==> config.mk <==
export PLATFORM = sky130hd
export DESIGN_NAME = fclf_ctrl
export DESIGN_NICKNAME = d
export VERILOG_FILES = /design/src/hw/rtl/fclf_pkg.sv /design/src/hw/rtl/fclf_ctrl.sv
export SDC_FILE = /design/constraint.sdc
export NUM_CORES = 1
export LEC_CHECK = 0
export BUFFER_PORTS_ARGS = -buffer_cell sky130_fd_sc_hd__buf_2
export CORE_MARGIN = 2
export CORE_UTILIZATION = 49
export DETAILED_ROUTE_END_ITERATION = 10
export PLACE_DENSITY = 0.85
export SLEW_MARGIN = 20
export SYNTH_ARGS = -nofsm -noshare
export SYNTH_HDL_FRONTEND = slang
export SYNTH_SLANG_ARGS = --single-unit
export TNS_END_PERCENT = 20
==> constraint.sdc <==
create_clock -name clk -period 3.4 [get_ports clk]
set_input_delay 1.02 -clock clk [delete_from_list [all_inputs] [get_ports clk]]
set_output_delay 1.02 -clock clk [all_outputs]
set_load 0.005 [all_outputs]
==> src/hw/rtl/fclf_pkg.sv <==
`timescale 1ns / 1ps
// shared constants, codes and types for the five channel linear fade block
// no dependencies
package fclf_pkg;

  localparam int CHANNELS          = 5;
  localparam int LEVEL_W           = 16;
  localparam int FADE_SPAN_DEFAULT = 500;
  localparam int ELAPSED_STEP      = 2;

  localparam logic [LEVEL_W-1:0] FLOOR_RESET = 16'd300;

  // channel slots
  localparam int CH_RED   = 0;
  localparam int CH_GREEN = 1;
  localparam int CH_BLUE  = 2;
  localparam int CH_WARM  = 3;
  localparam int CH_COOL  = 4;

  // operation codes
  localparam logic [1:0] OP_TICK    = 2'd0;
  localparam logic [1:0] OP_RESTART = 2'd1;
  localparam logic [1:0] OP_STOP    = 2'd2;

  // register bus
  localparam int ADDR_W  = 5;
  localparam int DATA_W  = 32;
  localparam int INDEX_W = ADDR_W - 2;

  localparam logic [INDEX_W-1:0] REG_FLOOR_RED   = 3'd0;
  localparam logic [INDEX_W-1:0] REG_FLOOR_GREEN = 3'd1;
  localparam logic [INDEX_W-1:0] REG_FLOOR_BLUE  = 3'd2;
  localparam logic [INDEX_W-1:0] REG_FLOOR_WARM  = 3'd3;
  localparam logic [INDEX_W-1:0] REG_FLOOR_COOL  = 3'd4;

  typedef logic [LEVEL_W-1:0] level_t;
  typedef level_t [CHANNELS-1:0] levels_t;

  // per-word control that rides along the interpolation pipe
  typedef struct packed {
    logic first;
    logic cut;
    logic done;
  } issue_ctl_t;

endpackage

==> src/hw/rtl/fclf_ctrl.sv <==
`timescale 1ns / 1ps
// fade sequencing: arm/disarm, elapsed counter, target store, tick issue
// depends on fclf_pkg
module fclf_ctrl #(
  parameter int FADE_SPAN = fclf_pkg::FADE_SPAN_DEFAULT,
  localparam int TW = $clog2(FADE_SPAN + 1)
) (
  input  logic                   clk,
  input  logic                   rst,
  input  logic                   accept,
  input  logic [1:0]             operation,
  input  fclf_pkg::levels_t      targets_in,
  input  logic                   lamp_connected,
  input  logic                   indoor_power_present,
  input  logic                   power_ratio_zero,
  output logic                   issue,
  output fclf_pkg::issue_ctl_t   issue_ctl,
  output logic [TW-1:0]          issue_elapsed,
  output fclf_pkg::levels_t      issue_targets
);

  localparam logic [TW-1:0] SPAN = TW'(FADE_SPAN);

  logic [TW-1:0]     elapsed;
  logic              armed;
  fclf_pkg::levels_t target_levels;

  logic [TW:0]       bumped;
  logic [TW-1:0]     elapsed_next;
  logic              run;

  assign bumped       = {1'b0, elapsed} + (TW+1)'(fclf_pkg::ELAPSED_STEP);
  // saturate the last step when the span is odd
  assign elapsed_next = (bumped > {1'b0, SPAN}) ? SPAN : bumped[TW-1:0];
  assign run          = armed && lamp_connected && (elapsed < SPAN);

  assign issue           = (operation == fclf_pkg::OP_TICK) && run;
  assign issue_ctl.first = (elapsed == '0);
  assign issue_ctl.cut   = indoor_power_present && power_ratio_zero;
  assign issue_ctl.done  = (elapsed_next == SPAN);
  assign issue_elapsed   = elapsed_next;
  assign issue_targets   = target_levels;

  always_ff @(posedge clk) begin
    if (rst) begin
      elapsed       <= '0;
      armed         <= 1'b0;
      target_levels <= '0;
    end else if (accept) begin
      unique case (operation)
        fclf_pkg::OP_RESTART: begin
          target_levels <= targets_in;
          elapsed       <= '0;
          armed         <= 1'b1;
        end
        fclf_pkg::OP_STOP: begin
          armed <= 1'b0;
        end
        fclf_pkg::OP_TICK: begin
          if (run) begin
            elapsed <= elapsed_next;
          end
        end
        default: ;
      endcase
    end
  end

  a_elapsed_bound: assert property (@(posedge clk) disable iff (rst)
    elapsed <= SPAN)
    else $error("elapsed ran past the fade span");

  a_elapsed_follows: assert property (@(posedge clk) disable iff (rst)
    accept && issue |=> elapsed == $past(issue_elapsed))
    else $error("elapsed did not take the issued value");

  a_issue_nonzero: assert property (@(posedge clk) disable iff (rst)
    issue |-> issue_elapsed != '0)
    else $error("tick issued with zero elapsed");

endmodule

==> out/metrics.yaml <==
run_status:
  run_status: "finished clean"
grt:
  initial_antenna_violation_count: 0
  grt_max_degree: 81
  gr-usage-all-layers: 0.229
  first_global_vias: 3287
  grt_overflow: 0
  grt_first_pass_wirelength_um: 15300
detailed_routing:
  final_antenna_net_count: 0
  first_pass_iters: 4
  drc_errors: 0
  route.top_layer_used: "met4"
  detail_route.wirelength.met1_um: 3780
  drt-vias-per-instance: 5.04
  vias: 3649
  wl_met2_um: 4590
  dr_wl_met3_um: 798
  detail_routed_net_length_per_standard_cell_um: 12.9
  drt_iter0_markers: 163
  drt-total-wl_um: 9370
min_path:
  min-delay-path-class: "flip-flop to flip-flop"
worst_setup_path:
  worst_ep_arrival_time_ps: 2220
  worst_path_largest_cell_delay_ps: 550
  crit_type: "flip-flop to output port"
  critical_path_required_ps: 2380
  crit_path_top_delay_cell: "dfxtp_1"
  cell_chain_critical_path: "nand3_2, nor2_2, and3_4, mux2_4, o21ai_2, nor2b_1, buf_2"
  critPathLaunchType: "flip-flop"
  cp_max_fo: 11
  endpoint_kind: "output port"
synth:
  mappedNetlistNets: 556
  synth.avg_cell_area_um2: 7.80
  synth.cell_area_mm2: 0.00362
  synthesis.yosys.warnings: 0
  synth.yosys.seq_area_share: 0.498
  number_of_distinct_library_cells_after_synthesis: 44
  ys_ff_latch: 90
  synth_enable_flop_cells: 0
  syn-instance-count: 464
  synth_async_sr_flop_share: 0
  dominantRegCellSynth: "dfxtp_1"
clock_network:
  clk_pin_slew_ps: 80
  cts.path.max_buffers: 2
  cts_htree_levels: 3
  tritoncts: "built"
  cts-buffers-inserted: 9
  clk-insertion-delay-late_ps: 340
  post_cts_hold_fix_bufs: 0
  ctsRootBufferMaster: "clkbuf_8"
  clock_sinks: 90
floorplan:
  design.portCount: 181
  floorplan.initialDensity: 0.502
  die_h_um: 89.9
  core-area_mm2: 0.00721
  die_boundary_width_um: 89.9
  die_area_mm2: 0.00809
  placement_rows: 31
sta:
  setup_viol: 0
  max_slew.worst_pin.slew_ps: 851
  timing.setup.tns_ps: 0
  period_needed_ps: 3240
  hold_viol_final: 0
  finClkSkew_ps: 2.88
  fmax_mhz: 309
  post-route-period-util: 0.952
  relSlewSlack: 0.430
  grt_setup_unrepaired: "no"
  slew_violations: 0
place:
  gp_routability_congestion: 0.895
  io_buffer_count: 180
  place_inst: 709
  dp.final_hpwl_um: 6670
layout:
  share_of_final_layout_standard_cells_stronger_than_drive_strength_1: 0.344
  final_net_count: 714
  antenna-diode-count: 0
  layoutNonFillerInstCount: 724
  area_growth_syn_to_layout_pct: 31.6
power_and_ir_drop:
  leakagePower_nw: 2.20
  vdd_ir_drop_max_v: 0.000308
  power.density_cell_area_mw_per_mm2: 447
flow_run:
  drv.max_cap_violation_count: 0
Yosys cell counts, types with 2 or more instances:
| master | number | area, um2 |
|---|---|---|
| o21a_1 | 2 | 15.0 |
| nor3_1 | 2 | 10.0 |
| inv_1 | 3 | 11.3 |
| and2_1 | 4 | 25.0 |
| and3_1 | 5 | 31.3 |
| a21oi_1 | 84 | 420 |
| o21ai_0 | 7 | 35.0 |
| nand4b_1 | 2 | 17.5 |
| nand2b_1 | 3 | 18.8 |
| nor4_1 | 3 | 18.8 |
| clkbuf_1 | 30 | 113 |
| dfxtp_1 | 90 | 1800 |
| xor2_1 | 4 | 35.0 |
| a32o_1 | 2 | 20.0 |
| buf_4 | 2 | 15.0 |
| buf_2 | 5 | 25.0 |
| nand3_1 | 4 | 20.0 |
| ha_1 | 4 | 50.1 |
| xnor2_1 | 2 | 17.5 |
| buf_6 | 2 | 22.5 |
| o211ai_1 | 4 | 30.0 |
| nand2_1 | 172 | 646 |
| a32oi_1 | 2 | 17.5 |
| nor2_1 | 6 | 22.5 |
cell families (layout without fill, tap and decap cells):
group / count (synthesis) / count (layout) / share of synthesized area
AND/OR/NAND/NOR: 209 / 209 / 0.242
AO/OA/AOI/OAI: 112 / 112 / 0.176
flip-flops: 90 / 90 / 0.498
buffers and inverters: 42 / 203 / 0.0515
XOR/XNOR: 6 / 6 / 0.0145
adder cells (fa/ha/maj): 4 / 4 / 0.0138
multiplexers: 1 / 1 / 0.00415
state kept, by name, summed over array words and instances, names as in the netlist:
register and count:
elapsed 9, armed 1, issue_targets 80
per-stage QoR:
step           area [um2]  hold slack [ps]   util  setup WS (ps)  power (W)
2_1_floorplan        3620              453      -            748    0.00121
6_report             4760              454  0.660            164    0.00213
3_3_place_gp         4510              439  0.625            404    0.00130
5_1_grt              4760              475  0.660           2.55    0.00221
4_1_cts              4740              456  0.657           57.3    0.00214
3_5_place_dp         4510              444  0.625            370    0.00131
where the power goes:
| group | switching, W | total [W] | internal, W | leakage [nW] |
|---|---|---|---|---|
| logic | 0.0000955 | 0.000179 | 0.0000835 | 1.35 |
| registers | 0.0000158 | 0.00110 | 0.00109 | 0.732 |
| clock network | 0.000364 | 0.000846 | 0.000482 | 0.116 |
metal layers:
metal | vias up | GRT usage
met3 | 19 | 0.0587
met4 | 0 | 0.100
met5 | - | 0
met2 | 160 | 0.383
met1 | 1631 | 0.279
li1 | 1839 | -
cells in the final DEF, fill, tap and decap left out, types with 2 or more instances in the layout:
| cell type | n |
|---|---|
| buf_2 | 180 |
| nand2_1 | 171 |
| dfxtp_1 | 87 |
| a21oi_1 | 84 |
| clkbuf_8 | 9 |
| o21ai_0 | 7 |
| nor2_1 | 6 |
| buf_4 | 6 |
| and3_1 | 5 |
| nand3_1 | 4 |
| xor2_1 | 4 |
| o211ai_1 | 4 |
| inv_1 | 3 |
| nand2b_1 | 3 |
| and2_1 | 3 |
| nor4_1 | 3 |
| ha_1 | 3 |
| bufinv_16 | 3 |
| dfxtp_2 | 3 |
| nand4b_1 | 2 |
| a32oi_1 | 2 |
| nor3_1 | 2 |
| xnor2_1 | 2 |
| o21a_1 | 2 |
| a32o_1 | 2 |
worst max-delay path: cells and delay by family (launching register included):
kind | cells | cell delay (ps)
AND/OR/NAND/NOR | 4 | 750
flip-flops | 1 | 550
multiplexers | 1 | 330
AO/OA/AOI/OAI | 1 | 150
buffers and inverters | 1 | 110
path summary, 6_finish.rpt:
kind,start,endpoint,slack [ps],cells after the start
worst max register to register,elapsed[6],elapsed[3],1120,5
worst min register to register,issue_targets[31],issue_targets[31],450,2
worst max-delay path,elapsed[3],issue_elapsed[1],160,7
worst min-delay path,issue_targets[31],issue_targets[31],450,2
cell type report:
cell class                      instances  area [um2]
Timing Repair Buffer                  186         946
Clock buffer                            9         124
Fill cell                             656        2450
Clock inverter                          5         104
Tap cell                               99         124
Multi-Input combinational cell        332        1650
Inverter                                3        11.3
Sequential cell                        90        1810
what timing repair did:
action | 4_1_cts | 5_1_grt
gates resized for setup | 1 | 4
setup buffers | 0 | 1
pin swaps | 0 | 1
endpoints found under the setup margin | 3 | 8
Note: power is estimated with default switching activity, not from simulation.
