`config.mk`:
```
export PLATFORM = sky130hd
export DESIGN_NAME = fclf_regs
export DESIGN_NICKNAME = d
export VERILOG_FILES = /design/src/hw/rtl/fclf_pkg.sv /design/src/hw/rtl/fclf_regs.sv
export SDC_FILE = /design/constraint.sdc
export NUM_CORES = 1
export LEC_CHECK = 0
export BUFFER_PORTS_ARGS = -buffer_cell sky130_fd_sc_hd__buf_2
export CAP_MARGIN = 20
export CORE_MARGIN = 5
export CORE_UTILIZATION = 39
export CTS_BUF_LIST = sky130_fd_sc_hd__clkbuf_4 sky130_fd_sc_hd__clkbuf_8 sky130_fd_sc_hd__clkbuf_16
export DETAILED_ROUTE_END_ITERATION = 8
export PLACE_DENSITY = 0.63
export SLEW_MARGIN = 20
export SYNTH_ARGS = -nofsm -noshare
export SYNTH_HDL_FRONTEND = slang
export SYNTH_SLANG_ARGS = --single-unit
```
`constraint.sdc`:
```
create_clock -name clk -period 1.25 [get_ports clk]
set_input_delay 0.125 -clock clk [delete_from_list [all_inputs] [get_ports clk]]
set_output_delay 0.125 -clock clk [all_outputs]
set_load 0.05 [all_outputs]
```
`src/hw/rtl/fclf_pkg.sv`:
```
`timescale 1ns / 1ps
// shared constants, codes and types for the five channel linear fade block
// no dependencies
package fclf_pkg;

  localparam int CHANNELS          = 5;
  localparam int LEVEL_W           = 16;
  localparam int FADE_SPAN_DEFAULT = 500;
  localparam int ELAPSED_STEP      = 2;

  localparam logic [LEVEL_W-1:0] FLOOR_RESET = 16'd300;

  // channel slots
  localparam int CH_RED   = 0;
  localparam int CH_GREEN = 1;
  localparam int CH_BLUE  = 2;
  localparam int CH_WARM  = 3;
  localparam int CH_COOL  = 4;

  // operation codes
  localparam logic [1:0] OP_TICK    = 2'd0;
  localparam logic [1:0] OP_RESTART = 2'd1;
  localparam logic [1:0] OP_STOP    = 2'd2;

  // register bus
  localparam int ADDR_W  = 5;
  localparam int DATA_W  = 32;
  localparam int INDEX_W = ADDR_W - 2;

  localparam logic [INDEX_W-1:0] REG_FLOOR_RED   = 3'd0;
  localparam logic [INDEX_W-1:0] REG_FLOOR_GREEN = 3'd1;
  localparam logic [INDEX_W-1:0] REG_FLOOR_BLUE  = 3'd2;
  localparam logic [INDEX_W-1:0] REG_FLOOR_WARM  = 3'd3;
  localparam logic [INDEX_W-1:0] REG_FLOOR_COOL  = 3'd4;

  typedef logic [LEVEL_W-1:0] level_t;
  typedef level_t [CHANNELS-1:0] levels_t;

  // per-word control that rides along the interpolation pipe
  typedef struct packed {
    logic first;
    logic cut;
    logic done;
  } issue_ctl_t;

endpackage

```
`src/hw/rtl/fclf_regs.sv`:
```
`timescale 1ns / 1ps
// floor registers behind the apb-style configuration port
// depends on fclf_pkg
module fclf_regs (
  input  logic                         clk,
  input  logic                         rst,
  input  logic                         psel,
  input  logic                         penable,
  input  logic                         pwrite,
  input  logic [fclf_pkg::ADDR_W-1:0]  paddr,
  input  logic [fclf_pkg::DATA_W-1:0]  pwdata,
  output logic [fclf_pkg::DATA_W-1:0]  prdata,
  output logic                         pready,
  output fclf_pkg::levels_t            floors
);

  logic [fclf_pkg::INDEX_W-1:0] index;
  logic                         wr;

  assign index  = paddr[fclf_pkg::ADDR_W-1:2];
  assign wr     = psel && penable && pwrite;
  assign pready = 1'b1;

  always_ff @(posedge clk) begin
    if (rst) begin
      for (int i = 0; i < fclf_pkg::CHANNELS; i++) begin
        floors[i] <= fclf_pkg::FLOOR_RESET;
      end
    end else if (wr) begin
      unique case (index)
        fclf_pkg::REG_FLOOR_RED:   floors[fclf_pkg::CH_RED]   <= pwdata[fclf_pkg::LEVEL_W-1:0];
        fclf_pkg::REG_FLOOR_GREEN: floors[fclf_pkg::CH_GREEN] <= pwdata[fclf_pkg::LEVEL_W-1:0];
        fclf_pkg::REG_FLOOR_BLUE:  floors[fclf_pkg::CH_BLUE]  <= pwdata[fclf_pkg::LEVEL_W-1:0];
        fclf_pkg::REG_FLOOR_WARM:  floors[fclf_pkg::CH_WARM]  <= pwdata[fclf_pkg::LEVEL_W-1:0];
        fclf_pkg::REG_FLOOR_COOL:  floors[fclf_pkg::CH_COOL]  <= pwdata[fclf_pkg::LEVEL_W-1:0];
        default: ;
      endcase
    end
  end

  always_comb begin
    prdata = '0;
    unique case (index)
      fclf_pkg::REG_FLOOR_RED:   prdata[fclf_pkg::LEVEL_W-1:0] = floors[fclf_pkg::CH_RED];
      fclf_pkg::REG_FLOOR_GREEN: prdata[fclf_pkg::LEVEL_W-1:0] = floors[fclf_pkg::CH_GREEN];
      fclf_pkg::REG_FLOOR_BLUE:  prdata[fclf_pkg::LEVEL_W-1:0] = floors[fclf_pkg::CH_BLUE];
      fclf_pkg::REG_FLOOR_WARM:  prdata[fclf_pkg::LEVEL_W-1:0] = floors[fclf_pkg::CH_WARM];
      fclf_pkg::REG_FLOOR_COOL:  prdata[fclf_pkg::LEVEL_W-1:0] = floors[fclf_pkg::CH_COOL];
      default: prdata = '0;
    endcase
  end

endmodule

```
==> metrics.log, run 1 <==
INFO  metric clock-sinks = 80
INFO  metric netlist-cell-type-count = 28
INFO  metric reg_top3 = floors (80)
INFO  metric n_antenna_cell = 0
INFO  metric floorplan.die_area = 0.0121 mm^2
INFO  metric placement.cell_area = 0.00522 mm^2
INFO  metric number_of_buffers_added_to_fix_hold_violations_after_cts = 0
INFO  metric synth_top_area_share = 41.2%
INFO  metric rows = 36
INFO  metric final_critical_path_setup_slack = -0.257 ns
INFO  metric cts_max_path_buffers = 2
INFO  metric layout.area.seq = 0.00170 mm^2
INFO  metric tritoncts = yes
INFO  metric min_path_type = primary input to flip-flop
INFO  metric clock_insertion_delay_worst_skew = 0.35 ns
INFO  metric largest_register = floors
INFO  metric post_synthesis_to_final_layout_area_growth = 47.6%
INFO  metric timing_hold_violations_final = 0
INFO  metric edff_count_synth = 0
INFO  metric drt_first_iter_violations = 134
INFO  metric h-tree-depth = 3
INFO  metric clock_power_share = 41.3%
INFO  metric internal_cell_power = 0.00428 W
INFO  metric synth.area.top_cells = sky130_fd_sc_hd__dfxtp_1 (41%), sky130_fd_sc_hd__mux2i_1 (21%), sky130_fd_sc_hd__nand2b_1 (12%), sky130_fd_sc_hd__a22oi_1 (5.8%), sky130_fd_sc_hd__mux2_2 (4.6%)
INFO  metric dp_cells = 638
INFO  metric post_detailed_route_wirelength_per_cell = 17.8 um
INFO  metric failing_checks = negative setup slack
INFO  metric worst-setup-path-type = flip-flop to primary output
INFO  metric cpLargestDelayFamily = flip-flops
INFO  metric finalHoldWorstSlack = 0.0829 ns
INFO  metric detailroute.via_count = 3,343
INFO  metric worstPathBufferInverterCount = 1
INFO  metric comb_power_share = 14.2%
INFO  metric routed_wl = 11,900 um
INFO  metric postSynth.topFlopCell = sky130_fd_sc_hd__dfxtp_1
INFO  metric fin_tns_setup = -3.84 ns
INFO  metric top_level_ports = 155
INFO  metric fill_cells = 854
INFO  metric ys_seq_elements = 80
INFO  metric synth_warnings = 0
INFO  metric syn-mean-instance-area = 10.1 um^2
INFO  metric firstDrtPassIters = 4
INFO  metric synth_top_cells_by_count = sky130_fd_sc_hd__dfxtp_1 (80), sky130_fd_sc_hd__mux2i_1 (80), sky130_fd_sc_hd__nand2b_1 (72)
INFO  metric report.final.slew_viol_count = 0
INFO  metric fin_nets = 572
INFO  metric synth_instances = 385
INFO  metric critPathArrivalTime = 1.38 ns
INFO  metric sw_share = 26.2%
INFO  metric clock_transition_at_the_registers_of_the_reported_paths = 0.08 ns
INFO  metric initial_utilization = 39.9%
INFO  metric leakagePower = 2.75 nW
INFO  metric period_needed = 1.51 ns
INFO  metric p_sw = 0.00152 W
INFO  metric drtAntennaViolNets = 0
INFO  metric synthDominantAreaCellType = sky130_fd_sc_hd__dfxtp_1
INFO  metric gr-usage-all-layers = 19.8%
INFO  metric first_global_vias = 3,315
INFO  metric vdd.ir_drop.worst = 0.499 mV
INFO  metric synth_area = 0.00388 mm^2
INFO  metric drc = 0
INFO  metric overflow_after_grt = 0
INFO  metric globalplace.congestion = 0.792
INFO  metric cap_viol_max_count = 0
INFO  metric power_density = 1010 mW/mm^2
INFO  metric asyncSetResetFlopFracSynth = 0%
INFO  metric worst_path_largest_cell_delay = 0.32 ns
INFO  metric routed_via_density = 5.00
INFO  metric floorplan.core_area = 0.00973 mm^2
INFO  metric buffer_ports.inserted = 119
INFO  metric multi_input_comb_area = 0.00240 mm^2
INFO  metric die_width = 110 um
INFO  metric crit_path_max_fanout = 2
INFO  metric final_clock_skew = 0 ns
INFO  metric grt_max_degree = 43
INFO  metric cts_buffers = 9
INFO  metric synth_seq_area_share = 41.2%
INFO  metric grt_first_pass_wirelength = 18,100 um
INFO  metric final_cell_count_no_fill = 668
INFO  metric seq_power_share = 44.5%
INFO  metric design_area = 0.00573 mm^2
INFO  metric cp_slowest_cell = sky130_fd_sc_hd__dfxtp_2
INFO  metric fin_crit_sh = 121%
INFO  metric place_hpwl = 8350 um
INFO  metric grt_antenna_before_repair = 0
INFO  metric die_height = 110 um
INFO  metric crit_path_cell_trace = mux2_4, a22oi_2, o22ai_4, buf_6
INFO  metric finalSetupViolations = 16
INFO  metric status = finished with violations
INFO  metric critPathLaunchType = flip-flop
INFO  metric largest_register_ff_count = 80
INFO  metric post_route_cells_drive_above_1_share = 59.3%
INFO  metric worst-endpoint-required = 1.12 ns
INFO  metric setup.worst_path.end_class = primary output
INFO  metric max_freq = 664 MHz
INFO  metric unrepaired_setup_endpoints_after_global_routing = true
INFO  metric cts_root_buf = sky130_fd_sc_hd__clkbuf_8
[layout by cell type, fill, tap and decap left out, types with 2 or more instances in the layout]
cell type                   count
sky130_fd_sc_hd__a22oi_1       15
sky130_fd_sc_hd__a22oi_2       15
sky130_fd_sc_hd__and3_1         2
sky130_fd_sc_hd__buf_12        12
sky130_fd_sc_hd__buf_2        103
sky130_fd_sc_hd__buf_4         36
sky130_fd_sc_hd__buf_6         16
sky130_fd_sc_hd__bufinv_16      3
sky130_fd_sc_hd__clkbuf_8      11
sky130_fd_sc_hd__conb_1        17
sky130_fd_sc_hd__dfxtp_2       79
sky130_fd_sc_hd__mux2_2         5
sky130_fd_sc_hd__mux2_4        11
sky130_fd_sc_hd__mux2i_1       80
sky130_fd_sc_hd__nand2b_1      72
sky130_fd_sc_hd__nor2_1        24
sky130_fd_sc_hd__o22ai_4       16
[repair_timing]
item | in CTS | in global routing
setup endpoints to repair | 16 | 16
cloned | 0 | 0
pin swaps | 9 | 8
buffers inserted | 12 | 2
gates resized for setup | 44 | 1
[power groups by stage]
stage / registers, W / logic [W] / clock network (W)
global placement: 0.00264 / 0.000786 / 0
global route: 0.00258 / 0.000866 / 0.00253
floorplan: 0.00271 / 0.000537 / 0
detailed placement: 0.00264 / 0.000792 / 0
finish: 0.00258 / 0.000825 / 0.00240
CTS: 0.00258 / 0.000826 / 0.00243
[worst paths after layout]
| path | start | endpoint | slack [ns] | depth (start not counted) |
|---|---|---|---|---|
| max reg2reg | floors[56] | floors[56] | 0.49 | 3 |
| min reg2reg | floors[49] | floors[49] | 0.48 | 2 |
| min | pwdata[5] | floors[53] | 0.08 | 3 |
| max | floors[45] | prdata[13] | -0.26 | 4 |
[per-stage QoR]
stage | utilization (%) | power [W] | setup slack, ns
CTS | 58.7 | 0.00584 | -0.306
detailed placement | 53.6 | 0.00343 | -0.191
finish | 58.9 | 0.00581 | -0.257
global placement | 53.6 | 0.00343 | -0.164
global route | 58.9 | 0.00598 | -0.326
floorplan | - | 0.00324 | -0.0145
[cells by family (layout without fill, tap and decap cells)]
family	count (synthesis)	count (layout)	synth area share [%]
other	2	17	0.193
muxes	96	96	25.2
AOI/OAI and AO/OA	48	48	8.66
buffers and inverters	49	184	7.76
and+or+nand+nor	110	110	16.9
DFF	80	80	41.2
[tightest hold or removal path: cells and delay by family]
| family | cells | cell delay (ns) |
|---|---|---|
| muxes | 1 | 0.12 |
| and+or+nand+nor | 1 | 0.08 |
| buffers and inverters | 1 | 0.08 |
[layer usage]
metal	GRT usage (%)	vias up	routed length (um)
met5	0	-	0
met4	7.66	0	172
met3	4.17	14	716
met2	31.1	95	5580
met1	26.6	1633	5440
li1	-	1601	-
[final cells by class]
cell class	instances	share of cell area [%]
clock buffers	11	2.64
inverters	1	0.0655
well taps	133	2.90
clock inverters	5	1.79
multi-input cells	271	41.9
flip-flops and latches	80	29.7
repair buffers	167	21.0
No activity file was read; power rests on OpenSTA's default activity.
==> run 2, diff against run 1 <==
--- a/config.mk
+++ b/config.mk
@@ -6,10 +6,9 @@
 export NUM_CORES = 1
 export LEC_CHECK = 0
 export BUFFER_PORTS_ARGS = -buffer_cell sky130_fd_sc_hd__buf_2
-export CAP_MARGIN = 20
 export CORE_MARGIN = 5
 export CORE_UTILIZATION = 39
-export CTS_BUF_LIST = sky130_fd_sc_hd__clkbuf_4 sky130_fd_sc_hd__clkbuf_8 sky130_fd_sc_hd__clkbuf_16
+export CTS_BUF_LIST = sky130_fd_sc_hd__clkbuf_2
 export DETAILED_ROUTE_END_ITERATION = 8
 export PLACE_DENSITY = 0.63
 export SLEW_MARGIN = 20
==> run 2 against run 1 <==
Die area unchanged. The flow still finishes with violations (negative setup slack). Sequential cell count did not move. Highest routed layer unchanged. Sequential share of layout area decreased by 3.9 points.
==> metrics.log, run 2 (synthesis results as in run 1) <==
INFO  metric status = finished with violations (unchanged)
INFO  metric failing_checks = negative setup slack (unchanged)
INFO  metric gr-usage-all-layers = 22.3% (was 19.8%)
INFO  metric period_needed = 1.76 ns (was 1.51 ns)
INFO  metric grt_antenna_before_repair = 0 (unchanged)
INFO  metric dp_cells = 638 (unchanged)
INFO  metric drc = 0 (unchanged)
INFO  metric post_detailed_route_wirelength_per_cell = 19.0 um (was 17.8 um)
INFO  metric final_critical_path_setup_slack = -0.511 ns (was -0.257 ns)
INFO  metric post_route_cells_drive_above_1_share = 58.6% (was 59.3%)
INFO  metric largest_register = floors (unchanged)
INFO  metric rows = 36 (unchanged)
INFO  metric overflow_after_grt = 0 (unchanged)
INFO  metric detailroute.via_count = 3,542 (was 3,343)
INFO  metric timing_hold_violations_final = 0 (unchanged)
INFO  metric critPathLaunchType = flip-flop (unchanged)
INFO  metric drt_first_iter_violations = 112 (was 134)
INFO  metric crit_path_max_fanout = 2 (unchanged)
INFO  metric buffer_ports.inserted = 119 (unchanged)
INFO  metric max_freq = 568 MHz (was 664 MHz)
INFO  metric die_height = 110 um (unchanged)
INFO  metric cts_root_buf = sky130_fd_sc_hd__clkbuf_2 (was sky130_fd_sc_hd__clkbuf_8)
INFO  metric final_clock_skew = 0 ns (unchanged)
INFO  metric globalplace.congestion = 0.792 (unchanged)
INFO  metric finalSetupViolations = 47 (was 16)
INFO  metric fill_cells = 699 (was 854)
INFO  metric m1WireLength = 5740 um (was 5440 um)
INFO  metric final_cell_mix = sky130_fd_sc_hd__mux2i_1 (80), sky130_fd_sc_hd__buf_8 (77), sky130_fd_sc_hd__nand2b_1 (72) (was sky130_fd_sc_hd__buf_2 (103), sky130_fd_sc_hd__mux2i_1 (80), sky130_fd_sc_hd__dfxtp_2 (79))
INFO  metric worst-setup-path-type = flip-flop to primary output (unchanged)
INFO  metric report.final.slew_viol_count = 0 (unchanged)
INFO  metric cts_buffers = 9 (unchanged)
INFO  metric cts_max_path_buffers = 2 (unchanged)
INFO  metric mostFrequentLayoutCell = sky130_fd_sc_hd__mux2i_1 (was sky130_fd_sc_hd__buf_2)
INFO  metric timing.rr.start = floors[49] (was floors[56])
INFO  metric drtAntennaViolNets = 0 (unchanged)
INFO  metric die_width = 110 um (unchanged)
INFO  metric fin_tns_setup = -8.80 ns (was -3.84 ns)
INFO  metric top_level_ports = 155 (unchanged)
INFO  metric min_path_type = primary input to flip-flop (unchanged)
INFO  metric tritoncts = yes (unchanged)
INFO  metric worst-r2r-cell-count = 4 (was 3)
INFO  metric firstDrtPassIters = 4 (unchanged)
INFO  metric clock-sinks = 80 (unchanged)
INFO  metric vdd.ir_drop.worst = 0.426 mV (was 0.499 mV)
INFO  metric first_global_vias = 3,741 (was 3,315)
INFO  metric leakagePower = 3.12 nW (was 2.75 nW)
INFO  metric timing.reg2reg.setup_slack = 0.35 ns (was 0.49 ns)
INFO  metric setup.worst_path.end_class = primary output (unchanged)
INFO  metric dr.max_layer_used = met4 (unchanged)
INFO  metric initial_utilization = 39.9% (unchanged)
INFO  metric met3_length = 651 um (was 716 um)
INFO  metric routed_wl = 13,400 um (was 11,900 um)
INFO  metric finalHoldWorstSlack = 0.184 ns (was 0.0829 ns)
INFO  metric final_cell_count_no_fill = 703 (was 668)
INFO  metric wl_met2 = 6740 um (was 5580 um)
INFO  metric fin_total_pwr = 0.00523 W (was 0.00581 W)
INFO  metric post_synthesis_to_final_layout_area_growth = 78.7% (was 47.6%)
INFO  metric critical_path.reg2reg.endpoint = floors[49] (was floors[56])
INFO  metric unrepaired_setup_endpoints_after_global_routing = true (unchanged)
INFO  metric critPathArrivalTime = 1.64 ns (was 1.38 ns)
INFO  metric clock_transition_at_the_registers_of_the_reported_paths = 0.22 ns (was 0.08 ns)
INFO  metric worst-endpoint-required = 1.12 ns (about the same)
INFO  metric grt_first_pass_wirelength = 20,500 um (was 18,100 um)
INFO  metric largest_register_ff_count = 80 (unchanged)
INFO  metric power_density = 753 mW/mm^2 (was 1010 mW/mm^2)
INFO  metric cp-endpoint = prdata[9] (was prdata[13])
INFO  metric floorplan.core_area = 0.00973 mm^2 (unchanged)
INFO  metric floorplan.die_area = 0.0121 mm^2 (unchanged)
INFO  metric worstSetupStartpoint = floors[41] (was floors[45])
INFO  metric reg_top3 = floors (80) (unchanged)
INFO  metric cap_viol_max_count = 0 (unchanged)
INFO  metric place_hpwl = 8350 um (unchanged)
INFO  metric h-tree-depth = 3 (unchanged)
INFO  metric grt_max_degree = 43 (unchanged)
INFO  metric n_antenna_cell = 0 (unchanged)
INFO  metric fin_crit_sh = 141% (was 121%)
INFO  metric clock_insertion_delay_worst_skew = 0.53 ns (was 0.35 ns)
INFO  metric routed_via_density = 5.04 (was 5.00)
INFO  metric fin_nets = 607 (was 572)
-- run 2: cell count changes in the layout (fill, tap and decap cells not counted), sizes merged --
cell         delta
clkinv          +2
clkbuf          -2
buf            +18
dlygate4sd3    +17
-- run 2: per-layer routing --
metal,up-vias,GRT usage (%)
met1,1739,28.3
met4,0,8.46
met3,24,4.58
li1,1676,-
met5,-,0
met2,103,37.2
-- run 2: area by class of cell --
cell class                      count  area (um^2)  area share (%)
Clock inverter                      7          110            1.59
Clock buffer                        9         45.0           0.649
Timing Repair Buffer              202         2430            34.9
Sequential cell                    80         1790            25.8
Tap cell                          133          166            2.40
Inverter                            1         3.75          0.0541
Multi-Input combinational cell    271         2400            34.6
-- run 2: power by group --
group,switching (W),internal (W),leakage (nW)
clock network,0.000934,0.000844,0.0870
logic,0.000560,0.000365,2.35
registers,0.0000206,0.00250,0.678
-- run 2: worst min path at each step --
stage	startpoint	endpoint	slack, ns	depth (start not counted)
2_1_floorplan	pwdata[5]	floors[37]	0.33	2
3_3_place_gp	pwdata[2]	floors[2]	0.44	3
3_5_place_dp	pwdata[2]	floors[34]	0.45	3
4_1_cts	paddr[3]	floors[37]	0.15	4
5_1_grt	paddr[3]	floors[35]	0.18	4
6_report	paddr[3]	floors[40]	0.18	4
-- run 2: timing repair --
action,CTS,global route
buffers inserted,26,19
hold buffers,17,0
resized for setup,292,71
endpoints found under the hold margin,80,0
endpoints found under the setup margin,96,96
gates cloned,0,0
pin swaps,9,8
-- run 2: stage by stage --
stage               cell area (um^2)  util (%)  worst slack [ns]
global route                    6940      71.4            -0.577
global placement                5220      53.6            -0.164
floorplan                       4380         -           -0.0145
finish                          6940      71.4            -0.511
detailed placement              5220      53.6            -0.191
CTS                             6700      68.8            -0.539
-- run 2: critical path, cell delays in order (launching register included) --
cell and delay (ns):
sky130_fd_sc_hd__dfxtp_2 0.38, sky130_fd_sc_hd__mux2_4 0.27, sky130_fd_sc_hd__a22oi_2 0.19, sky130_fd_sc_hd__o22ai_4 0.09, sky130_fd_sc_hd__buf_6 0.17
